### config.mk
export PLATFORM = sky130hd
export DESIGN_NAME = srt_cell
export DESIGN_NICKNAME = d
export VERILOG_FILES = /design/src/rtl/srt_pkg.sv /design/src/rtl/srt_cell.sv
export SDC_FILE = /design/constraint.sdc
export NUM_CORES = 1
export LEC_CHECK = 0
export ABC_AREA = 1
export BUFFER_PORTS_ARGS = -buffer_cell sky130_fd_sc_hd__buf_2
export CAP_MARGIN = 30
export CORE_UTILIZATION = 51
export DETAILED_ROUTE_END_ITERATION = 8
export GPL_ROUTABILITY_DRIVEN = 0
export PLACE_DENSITY = 0.95
export SYNTH_ARGS = -nofsm -noshare
export SYNTH_HDL_FRONTEND = slang
export SYNTH_SLANG_ARGS = --single-unit
### constraint.sdc
create_clock -name clk -period 6.45 [get_ports clk]
set_clock_uncertainty 0.05 [all_clocks]
set_input_delay 1.29 -clock clk [delete_from_list [all_inputs] [get_ports clk]]
set_output_delay 1.29 -clock clk [all_outputs]
set_load 0.01 [all_outputs]
### src/rtl/srt_pkg.sv
// Shared types and constants for the segment range table.
// Depends on nothing; every other file of the block imports it.
package srt_pkg;

    localparam int ADDR_BITS   = 48;
    localparam int HANDLE_BITS = 8;
    localparam int RESULT_HANDLE_BITS = 7;

    typedef logic [ADDR_BITS-1:0]   addr_t;
    typedef logic [HANDLE_BITS-1:0] handle_t;

    typedef enum logic [1:0] {
        ACT_REGISTER   = 2'd0,
        ACT_UNREGISTER = 2'd1,
        ACT_UPDATE     = 2'd2,
        ACT_LOOKUP     = 2'd3
    } srt_action_t;

    typedef enum logic [1:0] {
        STATUS_OK         = 2'd0,
        STATUS_FULL       = 2'd1,
        STATUS_BAD_HANDLE = 2'd2
    } srt_status_t;

    typedef enum logic {
        SRT_IDLE = 1'b0,
        SRT_EVAL = 1'b1
    } srt_state_t;

    // Input beat.
    typedef struct packed {
        srt_action_t action;
        handle_t     seg_handle;
        addr_t       mem_base;
        addr_t       alloc_offset;
        addr_t       commit_offset;
        addr_t       reserve_offset;
        addr_t       new_allocated;
        addr_t       new_committed;
        addr_t       query_addr;
    } srt_item_t;

    // Result beat.
    typedef struct packed {
        logic [RESULT_HANDLE_BITS-1:0] result_handle;
        logic                          in_segment;
        srt_status_t                   status;
    } srt_result_t;

    // Command broadcast to every cell during evaluation.
    typedef struct packed {
        logic        eval;
        srt_action_t action;
        handle_t     seg_handle;
        addr_t       base;
        addr_t       alloc_end;
        addr_t       commit_end;
        addr_t       reserve_end;
        addr_t       query;
    } srt_cmd_t;

    // Values rippled from each cell to the next one up the row.
    typedef struct packed {
        logic    free_seen;
        logic    hit;
        handle_t handle;
    } srt_chain_t;

endpackage

### src/rtl/srt_cell.sv
// One entry of the segment range table: in-use mark, base and three ends.
// Depends on srt_pkg; chained by segment_range_table from low to high index.
module srt_cell
    import srt_pkg::*;
#(
    parameter int IDX = 0
)
(
    input  logic       clk,
    input  logic       rst_n,
    input  srt_cmd_t   cmd,
    input  srt_chain_t chain_in,
    output srt_chain_t chain_out
);

    localparam handle_t MY_HANDLE = HANDLE_BITS'(IDX + 1);

    logic  in_use_reg, in_use_next;
    addr_t base_reg, alloc_end_reg, commit_end_reg, reserve_end_reg;

    logic free_here, claim, handle_sel, hit_here, write_ends;

    // Local decisions and the chain to the next cell.
    always_comb
    begin
        free_here  = !in_use_reg;
        claim      = cmd.eval && (cmd.action == ACT_REGISTER) && free_here
                     && !chain_in.free_seen;
        handle_sel = (cmd.seg_handle == MY_HANDLE);
        hit_here   = in_use_reg && (cmd.query >= base_reg) && (cmd.query < commit_end_reg);
        write_ends = claim || (cmd.eval && (cmd.action == ACT_UPDATE) && handle_sel);

        chain_out.free_seen = chain_in.free_seen || free_here;
        chain_out.hit       = chain_in.hit || hit_here;
        chain_out.handle    = chain_in.handle | (claim ? MY_HANDLE : '0);

        in_use_next = in_use_reg;
        if (claim)
        begin
            in_use_next = 1'b1;
        end
        else if (cmd.eval && (cmd.action == ACT_UNREGISTER) && handle_sel)
        begin
            in_use_next = 1'b0;
        end
    end

    // The in-use mark is cleared at reset.
    always_ff @(posedge clk or negedge rst_n)
    begin
        if (!rst_n)
        begin
            in_use_reg <= 1'b0;
        end
        else
        begin
            in_use_reg <= in_use_next;
        end
    end

    // Segment bounds hold no reset value.
    always_ff @(posedge clk)
    begin
        if (claim)
        begin
            base_reg        <= cmd.base;
            reserve_end_reg <= cmd.reserve_end;
        end
        if (write_ends)
        begin
            alloc_end_reg  <= cmd.alloc_end;
            commit_end_reg <= cmd.commit_end;
        end
    end

endmodule

; Word level (Yosys, flattened, before mapping)
; Cells that the tools add are included.
[totals]
reg_bits = 97
input_bits = 263
output_inout_bits = 10
[classes]
magnitude_cmp = 2
n_eq_ne = 3
n_mux = 3
bitwise = 1
reduce_logical = 16
[op_table]
columns = operator, n
row1 = $ge 48x48->1, 1
row2 = $lt 48x48->1, 1
row3 = $logic_and 1x1->1, 9
row4 = $eq 8x1->1 const B, 1
row5 = $or 8x1->8, 1
row6 = $logic_or 1x1->1, 3
row7 = $mux 1, 3
row8 = $eq 2x1->1 const B, 1
row9 = $eq 2x2->1 const B, 1
row10 = $logic_not 1->1, 2
row11 = $logic_not 2->1, 1
row12 = $reduce_bool 2->1, 1

; Longest topological paths before layout
[logic_depth]
word_depth = 6
mapped_depth = 14
ltp_nobuf = 14

; Least setup slack after synthesis
; Ideal clock, no wire load.
[synth_timing]
kind = in2reg
startpoint = in cmd[242] in the netlist's numbering
endpoint = reg commit_end_reg[0], enable pin
setup_ps = 520
arrival_time_ps = 5054
required_ps = 5880
path_slack_ps = 826
stages = 3
n_path_buf = 0
path_cell_list = nor4b_1 > nand2_1 > o21ai_0
[synth_via]
elab_chain_len = 3
[synth_lines]
columns = item, line_no
row1 = from (decl), srt_cell.sv:11  ; input srt_cmd_t cmd,
row2 = $eq 8x1->1, srt_cell.sv:29  ; handle_sel = (cmd.seg_handle == MY_HANDLE);
row3 = $logic_and 1x1->1, srt_cell.sv:31  ; write_ends = claim || (cmd.eval && (cmd.action == ACT_UPDATE) && handle_sel);
row4 = $logic_or 1x1->1, srt_cell.sv:31
row5 = named net write_ends, srt_cell.sv:21  ; logic free_here, claim, handle_sel, hit_here, write_ends;
row6 = to (signal assigned), srt_cell.sv:72  ; commit_end_reg <= cmd.commit_end;
row7 = to (decl), srt_cell.sv:19  ; addr_t base_reg, alloc_end_reg, commit_end_reg, reserve_end_reg;
; The timed path passes the listed nets, and every way through them passes these cells.
; A chain may end at the register's enable or synchronous reset.

==> impl_metrics.yaml <==
status:
  status: "complete, no violations"
finish:
  final_util_pct: 63.0
  fillers: 872
  syn_to_final_growth_pct: 20.6
  diodes: 0
  nNetsFinal: 1075
  drive_gt1_share_pct: 27.2
timing:
  final.setup.tns_ps: 0
  rsz0062_at_grt: "no"
  worst_pin_slew_ps: 683
  slew_viol_final: 0
  fin_crit_ps: 4120
  slew_headroom_pct: 54.5
  hold_viol: 0
  whs_ps: 520
  finalSetupViolCount: 0
  fmaxAchievable_ghz: 0.243
  period_share_pct: 63.8
die:
  core_mm2: 0.0108
  io_pins: 273
  row_count: 38
  die-area_mm2: 0.0115
  fp.dieW_um: 107
  initial_core_util_pct: 52.3
  die_h_um: 107
routing:
  num_vias: 4216
  drc_errors: 0
  ant_nets: 0
  dr.pass1.iters: 4
  dr.first_iter.drc_count: 111
  wl_per_cell_um: 13.7
  wl_mm: 11.8
  avgViaCountPerCell: 4.90
clocking:
  clk_latency_ps: 380
  cts.clk_slew.worst_paths_ps: 90
  post_cts_resized: 0
  cts_sinks: 97
  cts_setup_buffers: 0
  cts_buffers: 9
  cts_tree: "done"
  htreeDepth: 3
  clockRootBuffer: "clkbuf_8"
  ctsHoldBuffers: 0
  clockBufferDepth: 2
setup_path:
  cp_data_arrival_time_ps: 2780
  worst-path-max-fanout: 2
  start_kind: "input pin"
  startpoint: "cmd[31]"
  critPathKind: "in2out"
  crit_path_end_kind: "primary output"
  cp_cell_sequence: "buf_2 > ha_1 > nand2_1 > nor2_1 > nand2_1 > nor2_1 > nand2_1 > o21bai_1 > nand3_1 > nand3_1 > nand2_1 > buf_2"
  critPathMostFrequentCell: "nand2_1"
  crit_required_ps: 5110
  cp_top_family: "simple AND/OR/NAND/NOR gates"
  crit_slowest_cell: "ha_1"
  r2r_start: "in_use_reg"
  timing.critical_path.buf_inv: 2
  slowest_delay_ps: 300
synthesis:
  syn_nets: 907
  synthCells: 549
  yosysSeqAreaShare_pct: 51.3
  netlist_area_mm2: 0.00567
  avgSynthCellArea_um2: 10.3
  synth_seq_cells: 97
  yosysWarnings: 0
  synth_cell_types: 28
pwr:
  p_leak_nw: 3.53
  cellPowerDensity_mw_per_mm2: 188
  vdd_ir_drop_max_mv: 0.189
job:
  drv_cap: 0
grt:
  grt_max_degree: 49
  antenna_found_initial: 0
  grt_pass1_wl_mm: 19.0
  grt_overflow_total: 0
  grt_use_total_pct: 22.1
  grt_pass1_vias: 4554
worst_hold_path:
  hold_path_class: "reg2reg"
  min_from: "in_use_reg"
placed_design:
  hpwl_mm: 9.65
  port_buffers: 162
==> worst paths after layout <==
| kind | depth (start not counted) | slack [ps] | end |
|---|---|---|---|
| worst max-delay path | 12 | 2330 | chain_out[8] |
| worst min-delay path | 2 | 520 | in_use_reg |
| worst max register to register | 4 | 4560 | base_reg[19] |
| worst min register to register | 2 | 520 | in_use_reg |
| max in group asynchronous | 1 | 5660 | in_use_reg |
| min in group asynchronous | 1 | 610 | in_use_reg |
==> cell families (layout without fill, tap and decap cells) <==
group                      after synthesis  in the layout  share of synthesized area [%]
adders and majority gates               95             95                           21.0
buffers and inverters                  135            307                           9.41
DFF                                     97             97                           51.3
and+or+nand+nor                        167            167                           12.9
AOI/OAI and AO/OA                       55             55                           5.39
==> where the power goes <==
part	switching [mW]	internal, mW	leakage, nW
logic	0.0816	0.0758	2.55
clock network	0.206	0.216	0.100
registers	0.00330	0.704	0.876
total	0.291	0.996	3.53
==> worst reg2reg max path, cell delays in order, from the launching register on <==
cell     delay (ps)
dfrtp_1         410
inv_2            70
nand4_1         220
inv_2           180
buf_4           560
==> layout make-up <==
cell class | count | area, um2 | share of cell area, %
clock buffer | 10 | 128 | 1.87
inverter | 128 | 480 | 7.03
tap | 140 | 175 | 2.56
multi-input combinational | 317 | 2240 | 32.7
timing repair buffer | 164 | 826 | 12.1
sequential | 97 | 2910 | 42.5
clock inverter | 5 | 80.1 | 1.17
==> synth_stat cells, drive strengths merged <==
| cell type | number | area [um2] |
|---|---|---|
| a21boi | 1 | 7.51 |
| a21o | 4 | 30.0 |
| a21oi | 34 | 170 |
| buf | 7 | 52.6 |
| clkinv | 1 | 3.75 |
| dfrtp | 1 | 25.0 |
| edfxtp | 96 | 2880 |
| ha | 95 | 1190 |
| inv | 127 | 477 |
| nand2 | 111 | 424 |
| nand3 | 14 | 75.1 |
| nand4 | 4 | 25.0 |
| nor2 | 32 | 150 |
| nor3 | 1 | 5.00 |
| nor3b | 2 | 31.3 |
| nor4 | 1 | 6.26 |
| nor4b | 1 | 8.76 |
| o21a | 3 | 22.5 |
| o21ai | 9 | 45.0 |
| o21bai | 4 | 30.0 |
| or2 | 1 | 6.26 |
==> placed cells by master, fill, tap and decap left out, types with 2 or more instances in the layout <==
master and count:
a21o_1 4, a21oi_1 34, buf_2 162, buf_4 2, bufinv_16 2, clkbuf_8 9, clkinv_1 2, edfxtp_1 96
ha_1 95, inv_1 124, inv_2 3, nand2_1 108, nand2_2 3, nand3_1 13, nand4_1 4, nor2_1 24
nor2_2 6, nor2_4 2, o21a_1 3, o21ai_0 7, o21bai_1 4
==> per-stage QoR <==
stage                     instances  setup slack [ps]  total power, mW  area (um2)
after floorplan                 549               826            0.804        5670
after global placement          846              2340            0.869        6630
after detailed placement        846              2330            0.880        6630
after CTS                       861              2320             1.30        6830
after global routing            861              2130             1.34        6830
final                           861              2330             1.29        6830
==> routing by layer <==
| metal | up-vias | GRT usage [%] | routed length, um |
|---|---|---|---|
| met5 | - | 0 | 0 |
| met4 | 0 | 10.1 | 353 |
| met3 | 35 | 7.08 | 692 |
| met2 | 138 | 41.4 | 6130 |
| met1 | 1909 | 21.9 | 4580 |
| li1 | 2134 | - | - |
Note: power is estimated with default switching activity, not from simulation.
